===== src/rtl/srv_pkg.sv =====
// Package: constants, types, tables and arithmetic helpers of the stereo reverb.
`timescale 1ns / 1ps
package srv_pkg;

    // Sizes
    localparam int COMB_DEPTH  = 32768;
    localparam int AP_DEPTH    = 4096;
    localparam int SAMPLE_BITS = 24;
    localparam int N_CH        = 2;
    localparam int N_COMB      = 4;
    localparam int N_AP        = 3;
    localparam int N_TAPS      = N_COMB + N_AP;
    localparam int COMB_AW     = $clog2(COMB_DEPTH);
    localparam int AP_AW       = $clog2(AP_DEPTH);
    localparam int COMB_LANES  = N_CH * N_COMB;
    localparam int AP_LANES    = N_CH * N_AP;
    localparam int LANE_W      = $clog2(COMB_LANES);
    localparam int TAP_IW      = $clog2(N_TAPS);
    localparam int K_W         = $clog2(N_COMB);

    // Configuration port
    localparam int CFG_W = 17;
    localparam int IDX_W = 2;
    typedef logic [IDX_W-1:0] t_cfg_idx;
    localparam t_cfg_idx REG_ROOM_SIZE = IDX_W'(0);
    localparam t_cfg_idx REG_DRY_WET   = IDX_W'(1);
    localparam int Q16_ONE = 65536;

    // Arithmetic widths
    localparam int GAIN_W = 16;
    localparam int PROD_W = SAMPLE_BITS + GAIN_W;
    localparam int SUM_W  = SAMPLE_BITS + 2;
    localparam int DW_W   = CFG_W + 1;
    localparam int MIX_W  = SAMPLE_BITS + DW_W;
    localparam int WIDE   = 48;

    // Tap delay math: d = floor(floor(base * room / 2^16) / 1000)
    localparam int BASE_W  = 25;
    localparam int TPROD_W = BASE_W + CFG_W;
    localparam int Q_W     = TPROD_W - 16;
    localparam int RECIP_W = 27;
    localparam int RECIP_SH = 36;
    localparam logic [RECIP_W-1:0] RECIP_1000 = RECIP_W'(68719477);
    localparam int M_W     = Q_W + RECIP_W;
    localparam int D_W     = M_W - RECIP_SH;

    localparam logic signed [GAIN_W-1:0] AP_GAIN = GAIN_W'(22938);

    typedef logic signed [SAMPLE_BITS-1:0] t_sample;

    typedef struct packed {
        t_sample left;
        t_sample right;
        logic    last;
    } t_item;

    typedef struct packed {
        logic                           valid;
        logic [N_COMB-1:0][COMB_AW-1:0] comb_d;
        logic [N_AP-1:0][AP_AW-1:0]     ap_d;
    } t_taps;

    typedef enum logic [1:0] {
        TS_IDLE,
        TS_MUL,
        TS_DIV,
        TS_STORE
    } t_tap_state;

    typedef enum logic [3:0] {
        CS_CLEAR,
        CS_IDLE,
        CS_CRD,
        CS_CMUL,
        CS_CWR,
        CS_CSUM,
        CS_ARD,
        CS_AY,
        CS_AMUL,
        CS_AWR,
        CS_MXM,
        CS_MXA,
        CS_DONE
    } t_core_state;

    localparam logic signed [WIDE-1:0] SMAX = WIDE'((64'sd1 <<< (SAMPLE_BITS - 1)) - 64'sd1);
    localparam logic signed [WIDE-1:0] SMIN = -SMAX - WIDE'(1);

    // Base lengths in thousandths of a sample: combs first, then allpasses
    function automatic logic [BASE_W-1:0] base_milli(input logic [TAP_IW-1:0] i);
        logic [BASE_W-1:0] b;
        unique case (i)
            3'd0:    b = BASE_W'(16930872);
            3'd1:    b = BASE_W'(17636472);
            3'd2:    b = BASE_W'(19047672);
            3'd3:    b = BASE_W'(20465928);
            3'd4:    b = BASE_W'(3707928);
            3'd5:    b = BASE_W'(1188936);
            3'd6:    b = BASE_W'(398664);
            default: b = '0;
        endcase
        return b;
    endfunction

    function automatic logic signed [GAIN_W-1:0] comb_gain(input logic [K_W-1:0] k);
        logic signed [GAIN_W-1:0] g;
        unique case (k)
            2'd0: g = GAIN_W'(24315);
            2'd1: g = GAIN_W'(24019);
            2'd2: g = GAIN_W'(23429);
            2'd3: g = GAIN_W'(22839);
        endcase
        return g;
    endfunction

    // Q1.15 product rounding: add half, arithmetic shift
    function automatic logic signed [SAMPLE_BITS:0] rnd_q15(input logic signed [PROD_W-1:0] p);
        logic signed [PROD_W:0] s;
        s = (PROD_W+1)'(p) + (PROD_W+1)'(16384);
        s = s >>> 15;
        return s[SAMPLE_BITS:0];
    endfunction

    function automatic t_sample sat_s(input logic signed [WIDE-1:0] v);
        t_sample r;
        if (v > SMAX) begin
            r = SMAX[SAMPLE_BITS-1:0];
        end else if (v < SMIN) begin
            r = SMIN[SAMPLE_BITS-1:0];
        end else begin
            r = v[SAMPLE_BITS-1:0];
        end
        return r;
    endfunction

endpackage


===== src/rtl/srv_taps.sv =====
// Tap delay unit: turns room size into the seven tap delays, one tap at a time.
`timescale 1ns / 1ps
module srv_taps (
    input  logic                      i_clk,
    input  logic                      i_rst_n,
    input  logic                      i_start,
    input  logic [srv_pkg::CFG_W-1:0] i_room_size,
    output srv_pkg::t_taps            o_taps
);
    import srv_pkg::*;

    t_tap_state             r_state, n_state;
    logic [TAP_IW-1:0]      r_idx;
    logic [TPROD_W-1:0]     r_p;
    logic [M_W-1:0]         r_m;
    t_taps                  r_taps;
    logic [D_W-1:0]         d_raw;
    logic                   last_tap;

    assign d_raw    = r_m[M_W-1:RECIP_SH];
    assign last_tap = (r_idx == TAP_IW'(N_TAPS - 1));

    // State register
    always_ff @(posedge i_clk) begin
        if (!i_rst_n) begin
            r_state <= TS_MUL;
        end else if (i_start) begin
            r_state <= TS_MUL;
        end else begin
            r_state <= n_state;
        end
    end

    // Next state
    always_comb begin
        n_state = r_state;
        unique case (r_state)
            TS_IDLE:  n_state = TS_IDLE;
            TS_MUL:   n_state = TS_DIV;
            TS_DIV:   n_state = TS_STORE;
            TS_STORE: n_state = last_tap ? TS_IDLE : TS_MUL;
            default:  n_state = TS_IDLE;
        endcase
    end

    // Datapath: multiply, reciprocal multiply, clamp and store
    always_ff @(posedge i_clk) begin
        if (!i_rst_n) begin
            r_idx        <= '0;
            r_taps.valid <= 1'b0;
        end else if (i_start) begin
            r_idx        <= '0;
            r_taps.valid <= 1'b0;
        end else begin
            unique case (r_state)
                TS_MUL: r_p <= TPROD_W'(base_milli(r_idx)) * TPROD_W'(i_room_size);
                TS_DIV: r_m <= M_W'(r_p[TPROD_W-1:16]) * M_W'(RECIP_1000);
                TS_STORE: begin
                    if (r_idx < TAP_IW'(N_COMB)) begin
                        r_taps.comb_d[r_idx[K_W-1:0]] <= (d_raw > D_W'(COMB_DEPTH - 1))
                            ? COMB_AW'(COMB_DEPTH - 1) : d_raw[COMB_AW-1:0];
                    end else begin
                        r_taps.ap_d[2'(r_idx - TAP_IW'(N_COMB))] <=
                            (d_raw > D_W'(AP_DEPTH - 1))
                            ? AP_AW'(AP_DEPTH - 1) : d_raw[AP_AW-1:0];
                    end
                    r_idx <= r_idx + TAP_IW'(1);
                    if (last_tap) begin
                        r_taps.valid <= 1'b1;
                    end
                end
                default: ;
            endcase
        end
    end

    assign o_taps = r_taps;

endmodule


===== config.mk =====
export PLATFORM = sky130hd
export DESIGN_NAME = srv_taps
export DESIGN_NICKNAME = d
export VERILOG_FILES = /design/src/rtl/srv_pkg.sv /design/src/rtl/srv_taps.sv
export SDC_FILE = /design/constraint.sdc
export NUM_CORES = 1
export LEC_CHECK = 0
export BUFFER_PORTS_ARGS = -buffer_cell sky130_fd_sc_hd__buf_2
export CAP_MARGIN = 15
export CORE_AREA = 2 2 164 326
export DETAILED_ROUTE_END_ITERATION = 6
export DIE_AREA = 0 0 166 328
export PLACE_DENSITY = 0.66
export RECOVER_POWER = 25
export SLEW_MARGIN = 20
export SYNTH_ARGS = -nofsm -noshare
export SYNTH_HDL_FRONTEND = slang
export SYNTH_SLANG_ARGS = --single-unit
export TNS_END_PERCENT = 5

===== constraint.sdc =====
create_clock -name i_clk -period 9.4 [get_ports i_clk]
set_input_delay 1.88 -clock i_clk [delete_from_list [all_inputs] [get_ports i_clk]]
set_output_delay 1.88 -clock i_clk [all_outputs]
set_load 0.03 [all_outputs]

==> metrics.md <==
| Metric | Value |
|---|---|
| Top sig layer | met4 |
| Final antenna-violating net count | 0 |
| TritonCTS clock tree | yes |
| Synth area leaders | fa_1 (36%), ha_1 (20%), edfxtp_1 (16%) |
| Cell Area, Synth | 25,600 µm² |
| Reg2Reg Depth | 24 |
| Core Area | 51,800 µm² |
| Slowest-stage cell, CP | nor2_1 |
| Slew Limit Headroom | 26.8% |
| Post-route setup TNS | 0 ns |
| Initial antenna violation count | 0 |
| Largest net degree at the start of global routing | 27 |
| Crit-path cells | inv_1 -> ha_1 -> or2_2 -> nor2_1 -> nor2_1 -> buf_4 -> nand2_1 -> fa_1 -> inv_1 -> fa_1 -> ha_1 -> fa_1 -> inv_1 -> fa_1 -> fa_1 -> inv_1 -> ha_1 -> a21o_1 -> a21o_1 -> a21oi_1 -> o21ai_0 -> a21o_1 -> a21oi_1 -> xnor2_1 |
| PortBufs | 116 |
| Number of global-route vias before repair | 20,157 |
| EDFF count, synth | 139 |
| Longest Clk Path Bufs | 2 |
| Register area share after synthesis | 16.7% |
| Syn. warnings | 0 |
| P&R area growth vs syn | 7.62% |
| R2r setup slk | 1.26 ns |
| Worst Path Arrival | 8.33 ns |
| Period utilisation layout | 86.6% |
| Unique masters post-synth | 56 |
| Root buf cell | clkbuf_16 |
| Mapped Cells | 2,512 |
| Final Non-Filler Cells | 3,285 |
| Syn Area/Cell | 10.2 µm² |
| Post-Route WL | 66,600 µm |
| Cts hold-fix bufs | 0 |
| DRC Markers | 0 |
| Yosys reg bits | 145 |
| Largest stage delay on the critical path | 0.78 ns |
| Crit path buf inv count | 5 |
| CP Capture Type | register |
| Layout cell share with drive strength beyond 1 | 7.28% |
| Most used cell, CP | fa_1 |
| Top cell type's share of synthesized area | 36.0% |
| Reg2Reg Launch Point | r_idx[1]$_SDFFE_PN0P_ |
| Yosys top cell by area | fa_1 |
| Syn nets | 3,398 |
| Final GP Congestion | 0.966 |
| Setup Skew | 0.0118 ns |
| Wirelength per Cell | 20.3 µm |
| DRT Pass-1 Iters | 5 |
| Total GRT Usage | 25.1% |
| WHS Endpoint | o_taps[96]$_SDFFE_PN0P_ |
| Post-CTS setup buffers | 0 |
| CP Launch Type | register |
| Minimum clock period | 8.14 ns |
| Xor/xnor share of the synthesized area | 1.33% |
| DR vias | 17,684 |
| Placed Instances | 3,253 |
| Nets | 3,498 |
| Complex-gate fraction of the synthesized area | 5.24% |
| Post-synth ARST share | 0% |
| Dpl hpwl | 57,500 µm |
| Slew @ Worst Pin | 1.07 ns |
| Synth top cells by count | inv_1 (698), fa_1 (461), ha_1 (405), nand2_1 (213), and2_1 (154) |
| Reg2reg end | r_p[24]$_DFFE_PP_ |
| Die W | 166 µm |
| RSZ-0062 raised after global routing | no |
| Fin. Hold Viols | 0 |
| First-pass GRT wire length | 105,000 µm |
| Fmax achieved | 123 MHz |
| Cts repair resizes | 0 |
| Multiplexer area fraction after synthesis | 0.0781% |
| Diode count | 0 |
| Die footprint | 54,400 µm² |
| Vias per std cell | 5.38 |
| Met3 WL | 2580 µm |
| Setup-failing EPs final | 0 |
| Post-synthesis adder-cell area fraction | 55.8% |
| Family with the most delay on the worst path | adder cells |
| Status | finished clean |
| # clock sinks | 145 |
| Slew Limit Fails | 0 |
| Worst path required time | 9.59 ns |
| Worst-path fanout max | 15 |
| Hold Path Class | reg -> reg |
| Post-synthesis simple-gate area fraction | 9.86% |
| Main combinational cell family by area after synthesis | adder cells |
| Most frequent cell after synthesis | inv_1 |
| GRT overflow | 0 |
| IO Pins | 117 |
| Main synth FF type | edfxtp_1 |
| Worst hold start | o_taps[96]$_SDFFE_PN0P_ |
| FP Rows | 118 |
| Drt initial violations | 929 |
| Maxcap violations | 0 |
| Starting density of the core | 49.5% |
| Clock latency on the worst-skew pair | 0.44 ns |
| Crit path kind | reg -> reg |
| Hold Path Depth | 1 |
| Clock slew seen by the registers of the worst setup and hold paths | 0.07 ns |
| Die Ht | 328 µm |
| Met1 wire length | 20,900 µm |
| Length of routed met2 wiring | 37,800 µm |
| H-tree depth | 4 |
| Total CTS buffers | 17 |
==> stage by stage <==
step,worst slack (ns),instance area (µm²),utilization (%),hold WS [ns]
after global routing,1.02,27600,53.3,0.519
after global placement,1.28,27000,52.1,0.435
after detailed placement,1.21,27000,52.1,0.459
final,1.26,27600,53.3,0.491
after CTS,1.41,27600,53.3,0.485
after floorplan,1.72,25600,-,0.498
==> cells by family after synthesis <==
kind of cell	Yosys count
muxes	2
AOI/OAI and AO/OA	205
buffers and inverters	751
DFF	145
and+or+nand+nor	504
xor gates and xnor gates	39
adders and majority gates	866
==> state kept, by name (all words and copies together) (netlist names) <==
name / count
r_idx: 3
o_taps: 97
r_p: 26
r_state: 2
r_m: 17
==> cell type report <==
type                            count  area (µm²)
Timing Repair Buffer              134         713
Inverter                          698        2620
Clock inverter                     15         185
Multi-Input combinational cell   1616       18500
Fill cell                        4532       24200
Sequential cell                   145        4290
Clock buffer                       17         425
Tap cell                          660         826
==> placed cells by master, fill, tap and decap left out, types with 3 or more instances in the layout <==
cell and count:
buf_4 18, a41oi_1 3, buf_2 114, a211oi_1 7, or2_2 14, a31oi_1 9, xor2_1 16, a21oi_1 69
or3_1 17, nor3_1 5, nor2_1 34, inv_6 7, and2_1 154, edfxtp_1 139, o211ai_1 4, nor2b_1 8
o31ai_1 3, inv_8 3, o21a_1 6, xnor2_1 23, fa_1 461, o21ai_0 33, and3_1 12, inv_1 698
dfxtp_1 6, o21bai_1 10, o21ai_1 3, a21o_1 29, nand3_1 15, and4_1 3, ha_1 405, nand4_1 17
o2111ai_1 3, clkbuf_16 17, a31o_2 3, nand2_1 213, nand2b_1 5
==> worst max-delay path by stage <==
| stage | start | to | slack, ns | cells after the start |
|---|---|---|---|---|
| after floorplan | i_room_size[4] | r_p[39]$_DFFE_PP_ | 1.72 | 21 |
| after global placement | i_room_size[2] | r_p[24]$_DFFE_PP_ | 1.28 | 20 |
| after detailed placement | i_room_size[2] | r_p[24]$_DFFE_PP_ | 1.21 | 20 |
| after CTS | r_idx[1]$_SDFFE_PN0P_ | r_p[39]$_DFFE_PP_ | 1.41 | 25 |
| after global routing | r_idx[1]$_SDFFE_PN0P_ | r_p[39]$_DFFE_PP_ | 1.02 | 25 |
| final | r_idx[1]$_SDFFE_PN0P_ | r_p[24]$_DFFE_PP_ | 1.26 | 24 |
==> routing by layer <==
layer  GRT usage (%)  vias to the layer above
met2            50.8                      603
met3            2.52                      259
li1                -                     7925
met1            22.9                     8897
met5               0                        -
met4            17.3                        0
Power is left out: the tool's default activity adds up to more than one toggle a clock period on the data nets, which glitch-free logic cannot reach.
