$ cat config.mk
export PLATFORM = sky130hd
export DESIGN_NAME = srv_fifo
export DESIGN_NICKNAME = d
export VERILOG_FILES = /design/src/rtl/srv_pkg.sv /design/src/rtl/srv_fifo.sv
export SDC_FILE = /design/constraint.sdc
export NUM_CORES = 1
export LEC_CHECK = 0
export BUFFER_PORTS_ARGS = -buffer_cell sky130_fd_sc_hd__clkbuf_2
export CORE_ASPECT_RATIO = 2
export CORE_MARGIN = 2
export CORE_UTILIZATION = 30
export CTS_CLUSTER_DIAMETER = 50
export DETAILED_ROUTE_END_ITERATION = 10
export PLACE_DENSITY = 0.48
export SLEW_MARGIN = 20
export SYNTH_ARGS = -nofsm -noshare
export SYNTH_HDL_FRONTEND = slang
export SYNTH_SLANG_ARGS = --single-unit
$ cat constraint.sdc
create_clock -name i_clk -period 5 [get_ports i_clk]
set_clock_uncertainty 0.05 [all_clocks]
set_input_delay 0.75 -clock i_clk [delete_from_list [all_inputs] [get_ports i_clk]]
set_output_delay 0.75 -clock i_clk [all_outputs]
set_load 0.01 [all_outputs]
$ cat src/rtl/srv_pkg.sv
// Package: constants, types, tables and arithmetic helpers of the stereo reverb.
`timescale 1ns / 1ps
package srv_pkg;

    // Sizes
    localparam int COMB_DEPTH  = 32768;
    localparam int AP_DEPTH    = 4096;
    localparam int SAMPLE_BITS = 24;
    localparam int N_CH        = 2;
    localparam int N_COMB      = 4;
    localparam int N_AP        = 3;
    localparam int N_TAPS      = N_COMB + N_AP;
    localparam int COMB_AW     = $clog2(COMB_DEPTH);
    localparam int AP_AW       = $clog2(AP_DEPTH);
    localparam int COMB_LANES  = N_CH * N_COMB;
    localparam int AP_LANES    = N_CH * N_AP;
    localparam int LANE_W      = $clog2(COMB_LANES);
    localparam int TAP_IW      = $clog2(N_TAPS);
    localparam int K_W         = $clog2(N_COMB);

    // Configuration port
    localparam int CFG_W = 17;
    localparam int IDX_W = 2;
    typedef logic [IDX_W-1:0] t_cfg_idx;
    localparam t_cfg_idx REG_ROOM_SIZE = IDX_W'(0);
    localparam t_cfg_idx REG_DRY_WET   = IDX_W'(1);
    localparam int Q16_ONE = 65536;

    // Arithmetic widths
    localparam int GAIN_W = 16;
    localparam int PROD_W = SAMPLE_BITS + GAIN_W;
    localparam int SUM_W  = SAMPLE_BITS + 2;
    localparam int DW_W   = CFG_W + 1;
    localparam int MIX_W  = SAMPLE_BITS + DW_W;
    localparam int WIDE   = 48;

    // Tap delay math: d = floor(floor(base * room / 2^16) / 1000)
    localparam int BASE_W  = 25;
    localparam int TPROD_W = BASE_W + CFG_W;
    localparam int Q_W     = TPROD_W - 16;
    localparam int RECIP_W = 27;
    localparam int RECIP_SH = 36;
    localparam logic [RECIP_W-1:0] RECIP_1000 = RECIP_W'(68719477);
    localparam int M_W     = Q_W + RECIP_W;
    localparam int D_W     = M_W - RECIP_SH;

    localparam logic signed [GAIN_W-1:0] AP_GAIN = GAIN_W'(22938);

    typedef logic signed [SAMPLE_BITS-1:0] t_sample;

    typedef struct packed {
        t_sample left;
        t_sample right;
        logic    last;
    } t_item;

    typedef struct packed {
        logic                           valid;
        logic [N_COMB-1:0][COMB_AW-1:0] comb_d;
        logic [N_AP-1:0][AP_AW-1:0]     ap_d;
    } t_taps;

    typedef enum logic [1:0] {
        TS_IDLE,
        TS_MUL,
        TS_DIV,
        TS_STORE
    } t_tap_state;

    typedef enum logic [3:0] {
        CS_CLEAR,
        CS_IDLE,
        CS_CRD,
        CS_CMUL,
        CS_CWR,
        CS_CSUM,
        CS_ARD,
        CS_AY,
        CS_AMUL,
        CS_AWR,
        CS_MXM,
        CS_MXA,
        CS_DONE
    } t_core_state;

    localparam logic signed [WIDE-1:0] SMAX = WIDE'((64'sd1 <<< (SAMPLE_BITS - 1)) - 64'sd1);
    localparam logic signed [WIDE-1:0] SMIN = -SMAX - WIDE'(1);

    // Base lengths in thousandths of a sample: combs first, then allpasses
    function automatic logic [BASE_W-1:0] base_milli(input logic [TAP_IW-1:0] i);
        logic [BASE_W-1:0] b;
        unique case (i)
            3'd0:    b = BASE_W'(16930872);
            3'd1:    b = BASE_W'(17636472);
            3'd2:    b = BASE_W'(19047672);
            3'd3:    b = BASE_W'(20465928);
            3'd4:    b = BASE_W'(3707928);
            3'd5:    b = BASE_W'(1188936);
            3'd6:    b = BASE_W'(398664);
            default: b = '0;
        endcase
        return b;
    endfunction

    function automatic logic signed [GAIN_W-1:0] comb_gain(input logic [K_W-1:0] k);
        logic signed [GAIN_W-1:0] g;
        unique case (k)
            2'd0: g = GAIN_W'(24315);
            2'd1: g = GAIN_W'(24019);
            2'd2: g = GAIN_W'(23429);
            2'd3: g = GAIN_W'(22839);
        endcase
        return g;
    endfunction

    // Q1.15 product rounding: add half, arithmetic shift
    function automatic logic signed [SAMPLE_BITS:0] rnd_q15(input logic signed [PROD_W-1:0] p);
        logic signed [PROD_W:0] s;
        s = (PROD_W+1)'(p) + (PROD_W+1)'(16384);
        s = s >>> 15;
        return s[SAMPLE_BITS:0];
    endfunction

    function automatic t_sample sat_s(input logic signed [WIDE-1:0] v);
        t_sample r;
        if (v > SMAX) begin
            r = SMAX[SAMPLE_BITS-1:0];
        end else if (v < SMIN) begin
            r = SMIN[SAMPLE_BITS-1:0];
        end else begin
            r = v[SAMPLE_BITS-1:0];
        end
        return r;
    endfunction

endpackage

$ cat src/rtl/srv_fifo.sv
// Two-entry queue between the accepting front and the filter engine.
`timescale 1ns / 1ps
module srv_fifo (
    input  logic           i_clk,
    input  logic           i_rst_n,
    input  logic           i_push,
    input  srv_pkg::t_item i_item,
    output logic           o_full,
    input  logic           i_pop,
    output logic           o_valid,
    output srv_pkg::t_item o_item
);
    import srv_pkg::*;

    t_item      r_mem [2];
    logic       r_wp, r_rp;
    logic [1:0] r_cnt;

    // Storage
    always_ff @(posedge i_clk) begin
        if (i_push) begin
            r_mem[r_wp] <= i_item;
        end
    end

    // Pointers and fill count
    always_ff @(posedge i_clk) begin
        if (!i_rst_n) begin
            r_wp  <= 1'b0;
            r_rp  <= 1'b0;
            r_cnt <= '0;
        end else begin
            if (i_push) r_wp <= ~r_wp;
            if (i_pop)  r_rp <= ~r_rp;
            r_cnt <= r_cnt + 2'(i_push) - 2'(i_pop);
        end
    end

    assign o_full  = (r_cnt == 2'd2);
    assign o_valid = (r_cnt != 2'd0);
    assign o_item  = r_mem[r_rp];

endmodule

==> impl_metrics.json, run 1 <==
{
  "status": "completed",
  "arrival_ns": 2.07,
  "synth.yosys.seq_area_share_pct": 79.89,
  "antenna_found_initial": 0,
  "holdCritPathClass": "flip-flop to flip-flop",
  "synth_top_area_cell": "edfxtp_1",
  "die_w_um": 83.67,
  "ios": 104,
  "syn_nets": 228,
  "rsz0062_at_grt": "no",
  "cp_top_family": "flip-flops",
  "ys_top_cells_by_area": "edfxtp_1 (77%), mux2_2 (12%), mux2_4 (3.9%)",
  "nNetsFinal": 340,
  "maxSlewViolCount": 0,
  "crit_fanout": 25,
  "synthMuxAreaShare_pct": 15.47,
  "p_leak_nw": 1.831,
  "fin_crit_sh_pct": 57.35,
  "drt_wl_total_mm": 6.971,
  "yosys.area_share.simple_pct": 1.478,
  "worst_r2r_endpoint": "r_mem[0][48]",
  "cts_htree_levels": 3,
  "hold_buffers": 0,
  "grt_max_degree": 27,
  "place_congestion": 0.7383,
  "synth_compound_area_share_pct": 0.1971,
  "drc_errors": 0,
  "firstDrtPassIters": 4,
  "min_delay_path_depth": 2,
  "synthXorXnorAreaFrac_pct": 0.8213,
  "clk_path_buf_depth": 2,
  "synth.yosys.warnings": 0,
  "hold_viol_final": 0,
  "relSlewSlack_pct": 47.82,
  "coreArea_mm2": 0.01248,
  "tritoncts": "yes",
  "cts-resized-gates": 0,
  "end_kind": "output port",
  "rrSetupSlack_ns": 3.16,
  "r2r_cells": 2,
  "r2r-start": "r_wp",
  "globalRouteOverflowTotal": 0,
  "synth-adder-area-share_pct": 0.6570,
  "cts.sinks": 103,
  "grt_pass1_vias": 2100,
  "die_area_mm2": 0.01367,
  "insertion_delay_ns": 0.34,
  "worst-path-buf-inv": 2,
  "crit_chain": "buf_4 > mux2_2 > clkbuf_2",
  "critPathLaunchType": "flip-flop",
  "clock.fmax_mhz": 348.7,
  "tns_ns": 0,
  "slowest_delay_ns": 0.74,
  "period_minus_slack_ns": 2.867,
  "cap_violations": 0,
  "cp_slowest_cell": "dfxtp_2",
  "p_per_area_mw_per_mm2": 389.5,
  "clockRootBuffer": "clkbuf_16",
  "hold_end": "r_rp",
  "die_y_um": 163.3,
  "yosysUniqueCellTypes": 15,
  "whs_ns": 0.5338,
  "clk_pin_slew_ns": 0.06,
  "rows": 58,
  "drive_gt1_share_pct": 59.66,
  "irDropWorstVdd_uv": 161.2,
  "crit_type": "flip-flop to output port",
  "track_usage_pct": 10.51,
  "worstPathRequired_ns": 4.20,
  "start_util_pct": 30.51,
  "worstMarginPinSlew_ns": 0.7810,
  "syn_to_final_growth_pct": 25.16,
  "syn_area_mm2": 0.003809,
  "hp-start": "r_rp",
  "grt_pass1_wl_mm": 10.58,
  "drtAntennaViolNets": 0,
  "synth_area_per_cell_um2": 22.02,
  "synth_top_family_by_area": "multiplexers",
  "cts_made_buffers": 9,
  "syn_inst": 173,
  "ys_seq_elements": 103,
  "viasPerCell": 4.332,
  "setup_viol": 0,
  "dp_hpwl_mm": 4.855,
  "drt-initial-drc-count": 73,
  "post_cts_buffers": 0,
  "yosys.area.top_type_share_pct": 77.27,
  "routedWlPerCell_um": 15.84,
  "vias": 1906,
  "io_buffer_count": 103,
  "insertedDiodeCount": 0
}
## Yosys cell counts
master and number:
buf_4 3, and2_1 4, mux2_2 39, mux2_4 10, ha_1 2, dfxtp_1 5
buf_8 1, nor2b_1 4, xnor3_1 1, edfxtp_1 98, or2_2 1, xor2_1 1
inv_1 2, o21a_1 1, buf_6 1
## final cells by class
type | count | area [um^2]
clock inverter | 6 | 42.54
clock buffer | 10 | 229.0
inverter | 2 | 7.507
timing repair buffer | 106 | 538.0
tap | 150 | 187.7
multi-input combinational | 63 | 718.2
fill | 1238 | 7715
sequential | 103 | 3044
## worst max-delay path by stage
stage          startpoint     endpoint  slack, ns  depth (start not counted)
6_report        flip-flop    o_item[1]       2.13                          3
5_1_grt         flip-flop    o_item[0]       1.97                          3
4_1_cts         flip-flop    o_item[1]       2.04                          3
3_5_place_dp    flip-flop    o_item[1]       2.42                          3
3_3_place_gp    flip-flop    o_item[0]       2.44                          3
2_1_floorplan      i_push  r_mem[0][0]       1.53                          1
## flip-flops by register name, summed over array words and instances, names as in the netlist, named ones only
register,count
r_rp,1
r_wp,1
r_mem,98
r_cnt,2
## per-layer routing
layer  vias up  track usage (%)  routed length, um
li1        900                -                  -
met2        59            19.85               4036
met1       934            9.610               2373
met4         0            7.111                259
met5         -                0                  0
met3        13            2.628                302
## per-stage QoR
step	utilization (%)	area [um^2]	power (W)	cells	setup WS, ns
2_1_floorplan	-	3809	0.001158	173	1.533
3_3_place_gp	36.02	4496	0.001242	424	2.443
3_5_place_dp	36.02	4496	0.001246	424	2.422
4_1_cts	38.19	4767	0.001891	440	2.045
5_1_grt	38.19	4767	0.001942	440	1.974
6_report	38.19	4767	0.001857	440	2.133
## worst register-to-register path, cell delays in order (launching register included)
cell and delay, ns:
dfxtp_1 0.34, nor2b_4 0.63, buf_4 0.49
## cells in the final DEF (no fill, tap or decap)
cell        instances
and2_1              3
and2_2              1
buf_4               3
clkbuf_1            1
clkbuf_16           9
clkbuf_2          103
clkinv_1            1
clkinv_2            1
clkinv_4            1
clkinvlp_4          1
dfxtp_1             4
dfxtp_2             1
edfxtp_1           98
ha_1                2
inv_1               2
inv_6               2
mux2_2             39
mux2_4             10
nor2b_1             3
nor2b_4             1
o21a_1              1
or2_2               1
xnor3_1             1
xor2_1              1
## cells by family after synthesis
kind of cell,after synthesis
buffers and inverters,7
adders and majority gates,2
xor gates and xnor gates,2
DFF,103
AOI/OAI and AO/OA,1
muxes,49
and+or+nand+nor,9
## power by group
group,switching [W],internal (W)
clock network,0.000297,0.000340
logic,0.0000974,0.000106
registers,0.0000206,0.000996
Note: power is estimated with default switching activity, not from simulation.
==> inputs of run 2 (changes only) <==
==> constraint.sdc (replaced) <==
create_clock -name i_clk -period 2.9 [get_ports i_clk]
set_clock_uncertainty 0.05 [all_clocks]
set_input_delay 0.435 -clock i_clk [delete_from_list [all_inputs] [get_ports i_clk]]
set_output_delay 0.435 -clock i_clk [all_outputs]
set_load 0.01 [all_outputs]
==> impl_metrics.json, run 2 (same netlist as run 1, synthesis figures left out) <==
{
  "crit_chain": "buf_12 > mux2_2 > clkbuf_2",
  "globalRouteOverflowTotal": 0,
  "crit_fanout": 44,
  "maxSlewViolCount": 0,
  "rsz0062_at_grt": "no",
  "largest_reg_flops": 98,
  "met1_usage_pct": 10.26,
  "start_util_pct": 30.51,
  "cap_violations": 0,
  "clk_pin_slew_ns": 0.07,
  "fillers": 1222,
  "grt_pass1_vias": 2051,
  "post_cts_buffers": 0,
  "status": "completed",
  "end_kind": "output port",
  "firstDrtPassIters": 4,
  "ff_latch_area_mm2": 0.003044,
  "drc_errors": 0,
  "io_buffer_count": 103,
  "relSlewSlack_pct": 60.40,
  "clockRootBuffer": "clkbuf_16",
  "arrival_ns": 1.63,
  "ios": 104,
  "coreArea_mm2": 0.01248,
  "cts_htree_levels": 3,
  "fin_crit_sh_pct": 72.84,
  "critPathLaunchType": "flip-flop",
  "tritoncts": "yes",
  "p_leak_nw": 1.849,
  "setup_viol": 0,
  "drt_wl_total_mm": 6.979,
  "drtAntennaViolNets": 0,
  "tns_ns": 0,
  "die_y_um": 163.3,
  "place_congestion": 0.7041,
  "die_w_um": 83.67,
  "worstPathRequired_ns": 2.41,
  "nNetsFinal": 341,
  "regMostFlops": "r_mem",
  "routedWlPerCell_um": 15.83,
  "final_common_cell": "clkbuf_2",
  "cts.sinks": 103,
  "clk_path_buf_depth": 2,
  "fin_ws_ns": 0.7877,
  "reg.largest.list": "r_mem: 98 flops, r_cnt: 2 flops",
  "grt_use_met3_pct": 2.375,
  "p_per_area_mw_per_mm2": 665.9,
  "drt-initial-drc-count": 60,
  "multi_input_area_um2": 718.2,
  "hold_viol_final": 0,
  "p_total_w": 0.003205,
  "slowest_delay_ns": 0.44,
  "gr-max-usage-layer": "met2",
  "rows": 58,
  "dp_hpwl_mm": 4.883,
  "place_ws_ns": 1.089,
  "die_area_mm2": 0.01367,
  "insertion_delay_ns": 0.34,
  "holdCritPathClass": "primary input to flip-flop",
  "cts_made_buffers": 9,
  "clock.fmax_mhz": 473.4,
  "vias": 1888,
  "insertedDiodeCount": 0,
  "syn_to_final_growth_pct": 26.38,
  "viasPerCell": 4.281,
  "final_cell_mix": "clkbuf_2 (103), edfxtp_1 (98), mux2_2 (39)",
  "whs_ns": 0.2320,
  "crit_type": "flip-flop to output port",
  "cts-resized-gates": 0,
  "worstMarginPinSlew_ns": 0.5927,
  "grt_max_degree": 45,
  "drive_gt1_share_pct": 60.14,
  "irDropWorstVdd_uv": 312.8,
  "gr-usage-met2_pct": 19.82,
  "grt_pass1_wl_mm": 10.64,
  "track_usage_pct": 10.54,
  "cp_slowest_cell": "dfxtp_2",
  "period_minus_slack_ns": 2.112,
  "hold_buffers": 0,
  "antenna_found_initial": 0
}
run 2: power breakdown:
group          total (W)  internal (W)  switching [W]
Combinational   0.000373      0.000191       0.000182
Clock            0.00109      0.000581       0.000509
Sequential       0.00174       0.00172      0.0000242
run 2: final timing paths:
| check | start | endpoint | slack (ns) | cells after the start |
|---|---|---|---|---|
| hold / removal | i_item[18] | r_mem[0][18] | 0.23 | 1 |
| setup / recovery | flip-flop | o_item[8] | 0.79 | 3 |
| setup reg to reg | r_wp | r_mem[1][5] | 1.30 | 2 |
| hold reg to reg | r_rp | r_rp | 0.53 | 2 |
run 2: final cells by class:
type	instances	share of cell area (%)
clock inverters	7	0.9878
inverters	2	0.1560
repair buffers	107	12.11
multi-input cells	63	14.92
flip-flops and latches	103	63.24
well taps	150	3.899
clock buffers	9	4.679
run 2: stage by stage:
| stage | instance area (um^2) | instances | util, % |
|---|---|---|---|
| after floorplan | 3811 | 173 | - |
| final | 4813 | 441 | 38.56 |
| after global placement | 4541 | 425 | 36.38 |
| after global routing | 4813 | 441 | 38.56 |
| after CTS | 4813 | 441 | 38.56 |
| after detailed placement | 4541 | 425 | 36.38 |
run 2: worst max-delay path: cells and delay by family, from the launching register on:
family / cells / cell delay [ns]
buffers and inverters: 2 / 0.41
flip-flops: 1 / 0.44
multiplexers: 1 / 0.40
run 2: routing by layer:
metal  wire length (um)  up-vias
li1                   -      899
met1               2401      924
met2               4087       56
met3                292        9
met4                197        0
met5                  0        -
